[config.mk]
export PLATFORM = sky130hd
export DESIGN_NAME = unsigned_shift_add_multiplier_flat
export DESIGN_NICKNAME = d
export VERILOG_FILES = /design/src/usam_pkg.sv /design/src/usam_in_if.sv /design/src/usam_out_if.sv /design/src/unsigned_shift_add_multiplier.sv /design/src/usam_cell.sv /design/src/flat_wrapper.sv
export SDC_FILE = /design/constraint.sdc
export NUM_CORES = 1
export LEC_CHECK = 0
export BUFFER_PORTS_ARGS = -buffer_cell sky130_fd_sc_hd__buf_2
export CORE_MARGIN = 2
export CORE_UTILIZATION = 61
export CTS_BUF_LIST = sky130_fd_sc_hd__clkbuf_4 sky130_fd_sc_hd__clkbuf_8
export DETAILED_ROUTE_END_ITERATION = 8
export PLACE_DENSITY = 0.87
export SLEW_MARGIN = 10
export SYNTH_ARGS = -nofsm -noshare
export SYNTH_HDL_FRONTEND = slang
export SYNTH_SLANG_ARGS = --single-unit
export TNS_END_PERCENT = 100
[constraint.sdc]
create_clock -name clk -period 10.2 [get_ports clk]
set_input_delay 2.04 -clock clk [delete_from_list [all_inputs] [get_ports clk]]
set_output_delay 2.04 -clock clk [all_outputs]
set_load 0.01 [all_outputs]
[src/usam_pkg.sv]
package usam_pkg;

	// Fixed field widths of the channels
	localparam int IN_W  = 16;
	localparam int OUT_W = 32;

	// Data one cell hands down to its lower neighbor each round
	typedef struct packed {
		logic sum;  // accumulator bit after the conditional add
		logic q;    // multiplier register bit
	} link_t;

	// Control broadcast to every cell
	typedef struct packed {
		logic load;  // capture operands, clear accumulator
		logic step;  // perform one add-and-shift round
		logic add;   // low bit of Q: add multiplicand this round
	} ctl_t;

endpackage

[src/usam_in_if.sv]
interface usam_in_if;
	logic                       valid;
	logic                       ready;
	logic [usam_pkg::IN_W-1:0]  multiplicand;
	logic [usam_pkg::IN_W-1:0]  multiplier;

	modport source (output valid, output multiplicand, output multiplier, input ready);
	modport sink   (input valid, input multiplicand, input multiplier, output ready);
endinterface

[src/usam_out_if.sv]
interface usam_out_if;
	logic                       valid;
	logic                       ready;
	logic [usam_pkg::OUT_W-1:0] product;

	modport source (output valid, output product, input ready);
	modport sink   (input valid, input product, output ready);
endinterface

[src/unsigned_shift_add_multiplier.sv]
// Unsigned shift-add multiplier. An item carries two unsigned operands whose
// low WIDTH bits take part (bits above WIDTH are ignored, missing bits read
// as zero); the result is the 2*WIDTH-bit product A:Q, truncated to its low
// 32 bits when WIDTH exceeds 16. The datapath is a row of WIDTH identical bit
// cells; each cell holds one bit of the accumulator A, the multiplier
// register Q and the multiplicand M, and the row performs one add-and-shift
// round per clock: the multiplicand is added into A when Q's low bit is one
// (a ripple carry runs through the row), then carry, A and Q move one cell
// down, with A's low bit entering the top of Q. An item goes from the input
// transfer to the result in the output register as follows: the transfer
// edge itself loads the row, WIDTH rounds follow, and a hand-over moves the
// product out. The input is ready again only in the cycle after that
// hand-over, so a new item is taken only once the previous one has left the
// cell row. A finished product waits in the output register, so the next
// item may be taken while the previous result has not yet been
// transferred; a product that cannot move out holds the row and the input.
// Nothing is kept between items.
module unsigned_shift_add_multiplier #(
	parameter int WIDTH = 16
) (
	input  logic        clk,
	input  logic        arst_n,
	usam_in_if.sink     in_ch,
	usam_out_if.source  out_ch
);

	localparam int CW     = $clog2(WIDTH + 1);
	localparam int PROD_W = 2 * WIDTH;

	// Control
	logic          busy_q;
	logic [CW-1:0] cnt_q;
	logic          out_valid_q;
	logic [usam_pkg::OUT_W-1:0] product_q;

	logic in_xfer;
	logic rounds_done;
	logic move_out;

	usam_pkg::ctl_t ctl;

	// Row wiring
	logic [WIDTH-1:0]     mcand_w;
	logic [WIDTH-1:0]     mplier_w;
	logic [WIDTH:0]       carry;
	usam_pkg::link_t      link   [WIDTH];
	usam_pkg::link_t      upper  [WIDTH];
	logic [WIDTH-1:0]     a_row;
	logic [WIDTH-1:0]     q_row;
	logic [PROD_W-1:0]    full_prod;
	logic [usam_pkg::OUT_W-1:0] prod_fit;

	assign in_ch.ready = ~busy_q;
	assign in_xfer     = in_ch.valid & ~busy_q;
	assign rounds_done = (cnt_q == CW'(WIDTH));
	// hand the product over once the output register is free or draining
	assign move_out    = busy_q & rounds_done & (~out_valid_q | out_ch.ready);

	assign ctl.load = in_xfer;
	assign ctl.step = busy_q & ~rounds_done;
	assign ctl.add  = q_row[0];

	// Fit operand fields to WIDTH bits
	generate
		if (WIDTH <= usam_pkg::IN_W) begin : g_op_trunc
			assign mcand_w  = in_ch.multiplicand[WIDTH-1:0];
			assign mplier_w = in_ch.multiplier[WIDTH-1:0];
		end else begin : g_op_ext
			assign mcand_w  = {{(WIDTH - usam_pkg::IN_W){1'b0}}, in_ch.multiplicand};
			assign mplier_w = {{(WIDTH - usam_pkg::IN_W){1'b0}}, in_ch.multiplier};
		end
	endgenerate

	// Carry ripples upward from cell 0; no carry enters the bottom
	assign carry[0] = 1'b0;

	generate
		for (genvar i = 0; i < WIDTH; i++) begin : g_cell
			// top cell takes the final carry into A and cell 0's sum into Q
			if (i == WIDTH - 1) begin : g_top
				assign upper[i].sum = carry[WIDTH];
				assign upper[i].q   = link[0].sum;
			end else begin : g_mid
				assign upper[i] = link[i+1];
			end

			usam_cell u_cell (
				.clk        (clk),
				.ctl        (ctl),
				.mcand_bit  (mcand_w[i]),
				.mplier_bit (mplier_w[i]),
				.carry_in   (carry[i]),
				.upper      (upper[i]),
				.carry_out  (carry[i+1]),
				.link       (link[i]),
				.a_bit      (a_row[i])
			);

			assign q_row[i] = link[i].q;
		end
	endgenerate

	// Product is A in the high half, Q in the low half
	assign full_prod = {a_row, q_row};

	generate
		if (PROD_W >= usam_pkg::OUT_W) begin : g_prod_trunc
			assign prod_fit = full_prod[usam_pkg::OUT_W-1:0];
		end else begin : g_prod_ext
			assign prod_fit = {{(usam_pkg::OUT_W - PROD_W){1'b0}}, full_prod};
		end
	endgenerate

	// Sequencer: hold busy from load until the product moves out
	always_ff @(posedge clk or negedge arst_n) begin
		if (!arst_n) begin
			busy_q <= 1'b0;
			cnt_q  <= '0;
		end else if (in_xfer) begin
			busy_q <= 1'b1;
			cnt_q  <= '0;
		end else if (ctl.step) begin
			cnt_q <= cnt_q + CW'(1);
		end else if (move_out) begin
			busy_q <= 1'b0;
		end
	end

	// Output register: drop valid on transfer, load on hand-over
	always_ff @(posedge clk or negedge arst_n) begin
		if (!arst_n) begin
			out_valid_q <= 1'b0;
		end else if (move_out) begin
			out_valid_q <= 1'b1;
		end else if (out_ch.ready) begin
			out_valid_q <= 1'b0;
		end
	end

	always_ff @(posedge clk) begin
		if (move_out) begin
			product_q <= prod_fit;
		end
	end

	assign out_ch.valid   = out_valid_q;
	assign out_ch.product = product_q;

endmodule

[src/usam_cell.sv]
// One bit slice: holds A[i], Q[i] and M[i], adds with ripple carry,
// and takes its next A and Q bits from the neighbor above.
module usam_cell (
	input  logic            clk,
	input  usam_pkg::ctl_t  ctl,
	input  logic            mcand_bit,
	input  logic            mplier_bit,
	input  logic            carry_in,
	input  usam_pkg::link_t upper,
	output logic            carry_out,
	output usam_pkg::link_t link,
	output logic            a_bit
);

	logic a_q;
	logic q_q;
	logic m_q;
	logic addend;

	assign addend    = m_q & ctl.add;
	assign link.sum  = a_q ^ addend ^ carry_in;
	assign link.q    = q_q;
	assign carry_out = (a_q & addend) | (carry_in & (a_q ^ addend));
	assign a_bit     = a_q;

	// Operand bits are payload: no reset needed
	always_ff @(posedge clk) begin
		if (ctl.load) begin
			a_q <= 1'b0;
			q_q <= mplier_bit;
			m_q <= mcand_bit;
		end else if (ctl.step) begin
			// shift right as one word: take the upper neighbor's bits
			a_q <= upper.sum;
			q_q <= upper.q;
		end
	end

endmodule

[src/flat_wrapper.sv]
// flat-port wrapper written by rule: the top's interface ports become plain ports
module unsigned_shift_add_multiplier_flat 
#(
	parameter int WIDTH = 16
)
  (clk, arst_n, in_ch_valid, in_ch_multiplicand, in_ch_multiplier, in_ch_ready, out_ch_valid, out_ch_product, out_ch_ready);
  usam_in_if in_ch_i ();
  usam_out_if out_ch_i ();
  input  logic clk;
  input  logic arst_n;
  input wire logic [$bits(in_ch_i.valid)-1:0] in_ch_valid;
  input wire logic [$bits(in_ch_i.multiplicand)-1:0] in_ch_multiplicand;
  input wire logic [$bits(in_ch_i.multiplier)-1:0] in_ch_multiplier;
  output wire logic [$bits(in_ch_i.ready)-1:0] in_ch_ready;
  output wire logic [$bits(out_ch_i.valid)-1:0] out_ch_valid;
  output wire logic [$bits(out_ch_i.product)-1:0] out_ch_product;
  input wire logic [$bits(out_ch_i.ready)-1:0] out_ch_ready;
  assign in_ch_i.valid = in_ch_valid;
  assign in_ch_i.multiplicand = in_ch_multiplicand;
  assign in_ch_i.multiplier = in_ch_multiplier;
  assign in_ch_ready = in_ch_i.ready;
  assign out_ch_valid = out_ch_i.valid;
  assign out_ch_product = out_ch_i.product;
  assign out_ch_i.ready = out_ch_ready;
  unsigned_shift_add_multiplier #(.WIDTH(WIDTH)) u_core (.clk(clk), .arst_n(arst_n), .in_ch(in_ch_i), .out_ch(out_ch_i));
endmodule
==> results of run 1 <==
==> synthesized netlist by cell type, types with 3 or more instances <==
library cell and n:
nand2_1 68, mux2i_1 3, dfxtp_1 16, inv_1 16, and2_1 13, dfrtp_1 7
nand3_1 16, o21ai_2 10, a211oi_1 3, fa_1 15, o31ai_1 3, edfxtp_1 64
ha_1 3, clkbuf_1 8, a21oi_1 4
==> flip-flops by register name, summed over array words and instances, names as in the netlist <==
| register | count |
|---|---|
| u_core.cnt_q | 5 |
| u_core.busy_q | 1 |
| u_core.out_ch.valid | 1 |
| u_core.g_cell.u_cell.m_q | 16 |
| u_core.g_cell.u_cell.a_bit | 16 |
| u_core.g_cell.u_cell.q_q | 16 |
| u_core.out_ch.product | 32 |
==> cell families (layout without fill, tap and decap cells) <==
logic type                 Yosys count  after routing  share of synthesized area
muxes                                3              3                    0.00844
adders and majority gates           18             18                     0.0950
and+or+nand+nor                    103            103                      0.128
DFF                                 87             87                      0.680
AOI/OAI and AO/OA                   25             25                     0.0528
xor gates and xnor gates             1              1                    0.00246
buffers and inverters               28            105                     0.0341
==> worst register-to-register path: cells and delay by family (launching register included) <==
| kind | cells | cell delay, ps |
|---|---|---|
| and+or+nand+nor | 1 | 220 |
| buffers and inverters | 5 | 330 |
| DFF | 1 | 560 |
| adders and majority gates | 16 | 5390 |
| AOI/OAI and AO/OA | 1 | 190 |
==> metal layers <==
layer,track usage,part of all wire
met5,0,0
met2,0.323,0.48
met1,0.285,0.42
met4,0.134,0.039
met3,0.0427,0.059
==> through the flow <==
step | utilization | total power [mW]
detailed placement | 0.712 | 1.11
CTS | 0.751 | 1.37
finish | 0.751 | 1.36
global placement | 0.712 | 1.07
global route | 0.751 | 1.46
floorplan | - | 0.978
==> layout make-up <==
type	instances	area share
Clock inverter	7	0.0230
Tap cell	72	0.0215
Inverter	16	0.0143
Timing Repair Buffer	73	0.0897
Multi-Input combinational cell	150	0.244
Sequential cell	87	0.577
Clock buffer	9	0.0296
==> where the power goes <==
part           total, mW  internal, mW  leakage [nW]  switching (mW)
Clock              0.259         0.138         0.103           0.120
Sequential         0.632         0.552         0.824          0.0797
Combinational      0.472         0.187         0.858           0.285
Total               1.36         0.877          1.78           0.485
==> how the worst max path moves through the flow <==
stage | startpoint | endpoint | slack, ps
finish | u_core.g_cell[0].u_cell.q_q$_DFFE_PP_ | u_core.g_cell[14].u_cell.a_bit$_SDFFE_PP0P_ | 3430
global route | u_core.g_cell[0].u_cell.q_q$_DFFE_PP_ | u_core.g_cell[14].u_cell.a_bit$_SDFFE_PP0P_ | 3110
CTS | u_core.g_cell[0].u_cell.q_q$_DFFE_PP_ | u_core.g_cell[14].u_cell.a_bit$_SDFFE_PP0P_ | 3430
detailed placement | u_core.g_cell[0].u_cell.q_q$_DFFE_PP_ | u_core.g_cell[14].u_cell.a_bit$_SDFFE_PP0P_ | 3470
global placement | u_core.g_cell[0].u_cell.q_q$_DFFE_PP_ | u_core.g_cell[14].u_cell.a_bit$_SDFFE_PP0P_ | 3680
floorplan | u_core.g_cell[0].u_cell.q_q$_DFFE_PP_ | u_core.g_cell[14].u_cell.a_bit$_SDFFE_PP0P_ | 3780
==> cell usage in the layout (no fill, tap or decap), types with 7 or more instances in the layout <==
cell type | synthesis | layout
nand2_1 | 68 | 68
buf_2 | 1 | 69
clkbuf_8 | 0 | 9
edfxtp_1 | 64 | 64
dfrtp_1 | 7 | 7
nand3_1 | 16 | 16
o21ai_2 | 10 | 10
fa_1 | 15 | 15
and2_1 | 13 | 13
dfxtp_1 | 16 | 16
inv_1 | 16 | 16
==> results.md, run 1 <==
* Area delta synth->final at 17.7%
* Die area at 6460 um2
* Top post-synthesis cells by area: edfxtp_1 54%, dfxtp_1 9.0%, fa_1 8.4%
* Residual DRC at 0
* CTS H-tree depth at 3
* Routed WL per cell at 15.0 um
* Worst Hold End: u_core.out_ch.product[11]$_DFFE_PP_
* Filler cells at 352
* Resized cells post-CTS at 0
* Status: finished clean
* Syn_area_per_cell at 13.4 um2
* CTS buffer count at 9
* Max rail drop VDD at 0.000209 V
* R2R Path Start: u_core.g_cell[0].u_cell.q_q$_DFFE_PP_
* Power Density at 325 nW/um2
* Count of non-filler cells in the finished layout at 414
* Via-to-Cell Ratio at 5.31
* CTS tree: yes
* Crit path DAT at 7050 ps
* Worst r2r dst: u_core.g_cell[14].u_cell.a_bit$_SDFFE_PP0P_
* Post-DP HPWL at 4250 um
* R2R Setup Slk at 3430 ps
* Syn_nets at 319
* Setup violators final at 0
* Ports at 70
* Worst R2R Path Depth at 23
* Asr flop ratio synth at 0.0805
* Clock root cell: clkbuf_8
* Most used cell, CP: fa_1
* CTS clk-pin slew, worst paths at 90 ps
* Register area share after synthesis at 0.680
* Nets at 391
* CP peak stage delay at 560 ps
* Yosys top cell area share at 0.540
* F_max at 0.148 GHz
* Die width at 80.4 um
* Slew Limit Headroom at 0.461
* Hold Buf Count CTS at 0
* Area of the mapped netlist at 3560 um2
* Slew @ Worst Pin at 809 ps
* # diodes at 0
* Setup Skew at 7.10 ps
* Core area at 5570 um2
* Min-delay src: u_core.g_cell[11].u_cell.q_q$_DFFE_PP_
* Wirelength, routed at 6200 um
* Worst Setup Start Kind: flop
* First-pass GRT wire length at 9920 um
* Worst path required time at 10480 ps
* Initial antenna violation count at 0
* Endpoint class of the critical path: flop
* Fin Hold WS at 450 ps
* Cell Rows at 27
* Setup WS pre-CTS at 3470 ps
* Fraction of layout cells with a size suffix above 1 at 0.289
* Area occupied by multi-input gates at 1020 um2
* RePlAce Congestion at 0.987
* Max Slew Vio Count at 0
* Placed inst area at 3970 um2
* Critical path's top delay family: adder cells
* Setup repair bufs after CTS at 0
* RSZ-0062 raised after global routing: no
* Starting Density at 0.638
* Syn Inst Count at 265
* Via count at 2200
* CTS Sinks at 87
* Post-Layout Inst Area at 4190 um2
* Setup WS post-layout at 3430 ps
* Largest net degree at the start of global routing at 34
* Initial DRT Pass Iterations at 4
* Period utilization at 0.664
* Worst hold stages at 0
* Slowest CP cell: edfxtp_1
* Hold Path Class: reg2reg
* Synth area leader: edfxtp_1
* FF/Latch Area at 2420 um2
* Setup TNS at 0 ps
* Grt ovf at 0
* Port Buffers at 69
* CP Depth at 23
* Cells after DPL at 398
* Post-synth EDFFs at 64
* Post-synthesis cell type count at 27
* Post-synth top flop: edfxtp_1
* Minimum clock period at 6770 ps
* CP cell instances: and2_1 > ha_1 > inv_1 > fa_1 > fa_1 > inv_1 > fa_1 > fa_1 > fa_1 > fa_1 > fa_1 > fa_1 > inv_1 > fa_1 > inv_1 > fa_1 > fa_1 > fa_1 > fa_1 > fa_1 > inv_1 > fa_1 > a211oi_1
* Routed Antenna Nets at 0
* Vias in the first global route at 2170
* Leak at 1.78 nW
* Die Height at 80.4 um
* Final hold vios at 0
* Max_cap viols at 0
* Starting DRT DRC Count at 167
* CTS Buffer Depth at 2
* Crit Path Max Fanout at 17
* Critical path class: reg2reg
* Ys Warns at 0
* FF+latch count, synth at 87
* Buffers & Inverters on Critical Path at 5
* Total track usage at 0.213
* Clk_lat worst skew at 350 ps
Power figures use the tool's default switching activity.
==> inputs of run 2 (changes only) <==
- ABC_AREA: not set -> 1
- CORE_UTILIZATION: 61 -> 52
- PLACE_DENSITY: 0.87 -> 0.79
- clock period: 10.2 -> 6.19 ns (I/O delays scaled with it)
==> run 2 against run 1 <==
Power grew 49%. Clock skew is essentially flat. Cell area rose by 2.6%. Sequential cell count is the same. Wire length rose by 9.6%. Fmax increased by 11%. Sequential power up 57%. Critical endpoint unchanged. Largest cell class unchanged. Largest power group unchanged.
==> results.md, run 2 <==
* Status: finished clean
* Post-synthesis cell type count at 24
* CP peak stage delay at 390 ps
* Top post-synthesis cells by area: edfxtp_1 52%, nand2_1 9.3%, dfxtp_1 8.7%
* Crit Path Max Fanout at 16
* Ports at 70
* Most common cell after layout, fill and taps aside: nand2_1
* Register area share after synthesis at 0.656
* CTS Buffer Depth at 2
* Power share of the clock group at 0.188
* Post-Layout Inst Area at 4300 um2
* Setup WS post-layout at 63.9 ps
* Area of the mapped netlist at 3690 um2
* Count of non-filler cells in the finished layout at 478
* Routed WL per cell at 14.2 um
* Area delta synth->final at 16.6%
* Power Density at 473 nW/um2
* Starting DRT DRC Count at 219
* Switch Pwr at 0.686 mW
* Synth area leader: edfxtp_1
* Leak at 1.94 nW
* Post-synth EDFFs at 64
* Worst Setup Start Kind: flop
* Reg power frac at 0.487
* WL met3 at 407 um
* Initial DRT Pass Iterations at 5
* Syn_nets at 363
* Max reg flops at 32
* Uppermost layer routed: met4
* Wirelength, routed at 6800 um
* Setup TNS at 0 ps
* First-pass GRT wire length at 10700 um
* Routed Antenna Nets at 0
* Fin Hold WS at 451 ps
* Slew Limit Headroom at 0.256
* Wire length on met2 at 3400 um
* Port Buffers at 69
* Max rail drop VDD at 0.000182 V
* Core area at 6830 um2
* CTS tree: yes
* Vias in the first global route at 2232
* Pint at 1.35 mW
* Critical path class: reg2reg
* Total track usage at 0.188
* Ys Warns at 0
* Slowest CP cell: edfxtp_1
* Die area at 7780 um2
* Sw frac at 0.338
* Grt ovf at 0
* Placed inst area at 4090 um2
* Clock root cell: clkbuf_8
* Starting Density at 0.540
* Max Slew Vio Count at 0
* CTS H-tree depth at 3
* F_max at 0.163 GHz
* Setup repair bufs after CTS at 0
* Commonest cells in the synthesized netlist: 91 x nand2_1, 64 x edfxtp_1, 28 x inv_1, 19 x nand3_1, 19 x nor2_1
* Residual DRC at 0
* Buffers & Inverters on Critical Path at 5
* Setup violators final at 0
* CTS buffer count at 9
* Setup WS pre-CTS at -19.5 ps
* Syn_area_per_cell at 11.9 um2
* Die width at 88.2 um
* Combinational power share at 0.325
* CTS clk-pin slew, worst paths at 80 ps
* Minimum clock period at 6130 ps
* Hold Path Class: reg2reg
* Top-count cell post-synth: nand2_1
* Yosys top cell area share at 0.521
* CP cell instances: buf_4 > nand2_1 > fa_2 > fa_1 > inv_1 > fa_2 > fa_2 > fa_2 > fa_2 > fa_2 > fa_2 > inv_2 > fa_2 > inv_1 > fa_2 > fa_2 > fa_2 > fa_2 > fa_2 > inv_2 > fa_1 > nand3_1 > nand2_1 > nor2_1
* Asr flop ratio synth at 0.0805
* Final hold vios at 0
* Nets at 431
* Slew @ Worst Pin at 1120 ps
* FF+latch count, synth at 87
* CTS Sinks at 87
* Most used cell, CP: fa_2
* Crit path DAT at 6410 ps
* Most frequent cells in the layout: 91 x nand2_1, 69 x buf_2, 64 x edfxtp_1
* Via count at 2343
* Endpoint class of the critical path: flop
* # diodes at 0
* Cell Rows at 30
* Syn Inst Count at 309
* M1 WL at 2870 um
* Largest net degree at the start of global routing at 39
* R2R Setup Slk at 60 ps
* Period utilization at 0.990
* Max_cap viols at 0
* Worst path required time at 6470 ps
* Initial antenna violation count at 0
* Fraction of layout cells with a size suffix above 1 at 0.291
* Post-synth top flop: edfxtp_1
* Filler cells at 560
* RSZ-0062 raised after global routing: yes
* Cells after DPL at 462
* RePlAce Congestion at 0.813
* Setup Skew at 6.97 ps
* Clk_lat worst skew at 350 ps
* Post-DP HPWL at 4490 um
* Critical path's top delay family: adder cells
* Die Height at 88.2 um
* Via-to-Cell Ratio at 4.90
==> run 2: cell count changes after synthesis, moves of 10 or more <==
cell	change
nand2_1	+23
nor2_1	+17
o21ai_2	-10
nand3b_1	+10
and2_1	-13
inv_1	+12
==> run 2: cell families after synthesis <==
family | share of synthesized area
simple gates | 0.177
flops | 0.656
buf+inv | 0.0587
fa+ha+maj | 0.0917
compound gates | 0.0166
==> run 2: metal layers <==
metal | vias up | GRT usage
met5 | - | 0
met4 | 0 | 0.0854
met3 | 12 | 0.0471
met2 | 84 | 0.297
met1 | 1101 | 0.246
li1 | 1146 | -
==> run 2: path summary, 6_finish.rpt <==
path / startpoint / end / cells after the start
min in group asynchronous: arst_n / u_core.out_ch.valid$_DFFE_PN0P_ / 1
min reg2reg: u_core.g_cell[1].u_cell.q_q$_DFFE_PP_ / u_core.out_ch.product[1]$_DFFE_PP_ / 0
max reg2reg: u_core.g_cell[0].u_cell.q_q$_DFFE_PP_ / u_core.g_cell[14].u_cell.a_bit$_SDFFE_PP0P_ / 24
min: u_core.g_cell[1].u_cell.q_q$_DFFE_PP_ / u_core.out_ch.product[1]$_DFFE_PP_ / 0
max: u_core.g_cell[0].u_cell.q_q$_DFFE_PP_ / u_core.g_cell[14].u_cell.a_bit$_SDFFE_PP0P_ / 24
max in group asynchronous: arst_n / u_core.cnt_q[4]$_DFFE_PN0P_ / 1
==> run 2: through the flow <==
step / total power, mW / utilization
final: 2.03 / 0.629
after global routing: 2.20 / 0.629
after CTS: 2.03 / 0.627
after detailed placement: 1.64 / 0.598
after global placement: 1.59 / 0.598
after floorplan: 1.47 / -
==> run 2: layout make-up <==
| class | count | area (um2) | share of cell area |
|---|---|---|---|
| inverters | 29 | 109 | 0.0253 |
| clock buffers | 12 | 146 | 0.0341 |
| well taps | 96 | 120 | 0.0280 |
| clock inverters | 4 | 46.3 | 0.0108 |
| multi-input cells | 178 | 1090 | 0.254 |
| flip-flops and latches | 87 | 2420 | 0.563 |
| repair buffers | 72 | 368 | 0.0856 |
==> run 2: timing repair <==
action | CTS | global route
resized for setup | 2 | 8
hold buffers | 0 | 0
cloned | 0 | 0
pin swaps | 0 | 2
endpoints found under the setup margin | 1 | 1
==> run 2: power by group through the flow <==
stage	sequential, mW	clock, mW	combinational (mW)
finish	0.990	0.381	0.661
global route	1.01	0.412	0.773
CTS	0.989	0.393	0.650
detailed placement	1.00	0	0.640
global placement	0.988	0	0.599
floorplan	0.962	0	0.513
==> inputs of run 3 (changes only) <==
- ABC_AREA: 1 -> 0
- CORE_UTILIZATION: 52 -> 51
- PLACE_DENSITY: 0.79 -> 0.78
==> run 3 against run 2 <==
Global-route usage decreased by 0.31 points. Final cell count decreased by 12%. Clock skew increased by 3.3 ps. Combinational power grew 20%. Critical path depth decreased by 1. Register-to-register slack gained 70 ps. Sequential cell count unchanged. Worst hold slack worse by 11 ps. Sequential power up 7%. Cell area shrank 0.47%. Sequential share of layout area is 0.26 points higher.
==> results.md, run 3 (synthesized netlist as in run 1, its figures left out) <==
* Status: finished clean
* Initial antenna violation count at 0
* RSZ-0062 raised after global routing: yes
* Slew @ Worst Pin at 851 ps
* Critical path class: reg2reg
* Nets at 391
* Starting DRT DRC Count at 130
* Filler cells at 517
* Die area at 7660 um2
* Setup violators final at 0
* Area occupied by multi-input gates at 1060 um2
* Max rail drop VDD at 0.000237 V
* Hold Path Class: reg2reg
* First-pass GRT wire length at 10400 um
* # diodes at 0
* Most frequent cells in the layout: 69 x buf_2, 68 x nand2_1, 64 x edfxtp_1
* Crit Path Max Fanout at 2
* Starting Density at 0.526
* Vias in the first global route at 2088
* CTS Buffer Depth at 2
* Setup WS post-layout at 130 ps
* Clock root cell: clkbuf_8
* Cell Rows at 30
* Core area at 6760 um2
* Max reg flops at 32
* Max Slew Vio Count at 0
* Total track usage at 0.185
* Slew Limit Headroom at 0.433
* Grt ovf at 0
* Routing usage on met2 at 0.274
* Port Buffers at 69
* Hold Buf Count CTS at 0
* Worst path required time at 6470 ps
* CTS clk-pin slew, worst paths at 80 ps
* Ports at 70
* Setup Skew at 10.2 ps
* Global-route met3 utilization at 0.0322
* Setup repair bufs after CTS at 0
* Endpoint class of the critical path: flop
* Area delta synth->final at 20.2%
* Post-DP HPWL at 4380 um
* Max_cap viols at 0
* Power Total at 2.36 mW
* CTS H-tree depth at 3
* CTS buffer count at 9
* Final hold vios at 0
* Minimum clock period at 6060 ps
* Worst Setup Start Kind: flop
* Initial DRT Pass Iterations at 4
* Grt met1 use at 0.267
* CTS Sinks at 87
* Power Density at 552 nW/um2
* Wirelength, routed at 6420 um
* Residual DRC at 0
* Via-to-Cell Ratio at 5.08
* Die width at 87.5 um
* Clk_lat worst skew at 360 ps
* F_max at 0.165 GHz
* Leak at 1.80 nW
* Routed Antenna Nets at 0
* Routed WL per cell at 15.2 um
* RePlAce Congestion at 0.815
* Largest net degree at the start of global routing at 34
* Fraction of layout cells with a size suffix above 1 at 0.330
* Resized cells post-CTS at 0
* Grt peak-use layer: met2
* CTS tree: yes
* Setup WS pre-CTS at 28.9 ps
* Fin Hold WS at 439 ps
* Die Height at 87.5 um
* FF/Latch Area at 2420 um2
* Via count at 2144
* Crit path DAT at 6340 ps
* Period utilization at 0.979
* Most common cell after layout, fill and taps aside: buf_2
run 3: cell types whose count changed in the layout (fill, tap and decap cells not counted), sizes merged, moves of 7 or more:
cell and delta:
a21oi -7, and2 +13, inv -12, nand2 -26
nand3b -10, nor2 -18, o21ai +12
run 3: report_power, final:
group	total [mW]	switching (mW)	internal, mW
Sequential	1.06	0.146	0.910
Clock	0.513	0.203	0.310
Combinational	0.791	0.466	0.325
Total	2.36	0.814	1.54
run 3: layer usage:
metal / part of all wire / vias up
met5: 0 / -
met1: 0.44 / 1030
met2: 0.50 / 58
met3: 0.042 / 9
li1: - / 1047
met4: 0.016 / 0
run 3: path summary, 6_finish.rpt:
| check | start | endpoint | slack, ps | depth (start not counted) |
|---|---|---|---|---|
| max | u_core.g_cell[0].u_cell.q_q$_DFFE_PP_ | u_core.g_cell[14].u_cell.a_bit$_SDFFE_PP0P_ | 130 | 23 |
| min | u_core.g_cell[9].u_cell.a_bit$_SDFFE_PP0P_ | u_core.out_ch.product[25]$_DFFE_PP_ | 440 | 0 |
| max reg2reg | u_core.g_cell[0].u_cell.q_q$_DFFE_PP_ | u_core.g_cell[14].u_cell.a_bit$_SDFFE_PP0P_ | 130 | 23 |
| min reg2reg | u_core.g_cell[9].u_cell.a_bit$_SDFFE_PP0P_ | u_core.out_ch.product[25]$_DFFE_PP_ | 440 | 0 |
| max in group asynchronous | arst_n | u_core.busy_q$_DFFE_PN0P_ | 5320 | 1 |
| min in group asynchronous | arst_n | u_core.cnt_q[2]$_DFFE_PN0P_ | 700 | 1 |
run 3: layout make-up:
type / count / area share
clock buffer: 9 / 0.0290
clock inverter: 7 / 0.0336
inverter: 16 / 0.0140
multi-input combinational: 150 / 0.247
sequential: 87 / 0.565
tap: 80 / 0.0234
timing repair buffer: 73 / 0.0878
run 3: worst max-delay path, stage by stage (launching register included):
cell and delay [ps]:
edfxtp_1 390, and2_1 150, ha_1 170, inv_1 70
fa_2 190, fa_1 160, inv_1 50, fa_2 340
fa_2 340, fa_2 350, fa_2 350, fa_2 340
fa_1 360, inv_1 70, fa_1 150, inv_1 50
fa_2 340, fa_2 380, fa_2 350, fa_2 350
fa_2 340, inv_2 60, fa_1 420, a211oi_2 210
run 3: per-stage QoR:
step,instance area [um2],setup TNS (ps),instances,utilization
detailed placement,3990,0,406,0.591
global placement,3990,0,406,0.591
global route,4280,-117,422,0.633
floorplan,3580,0,265,-
finish,4280,0,422,0.633
CTS,4260,0,422,0.630
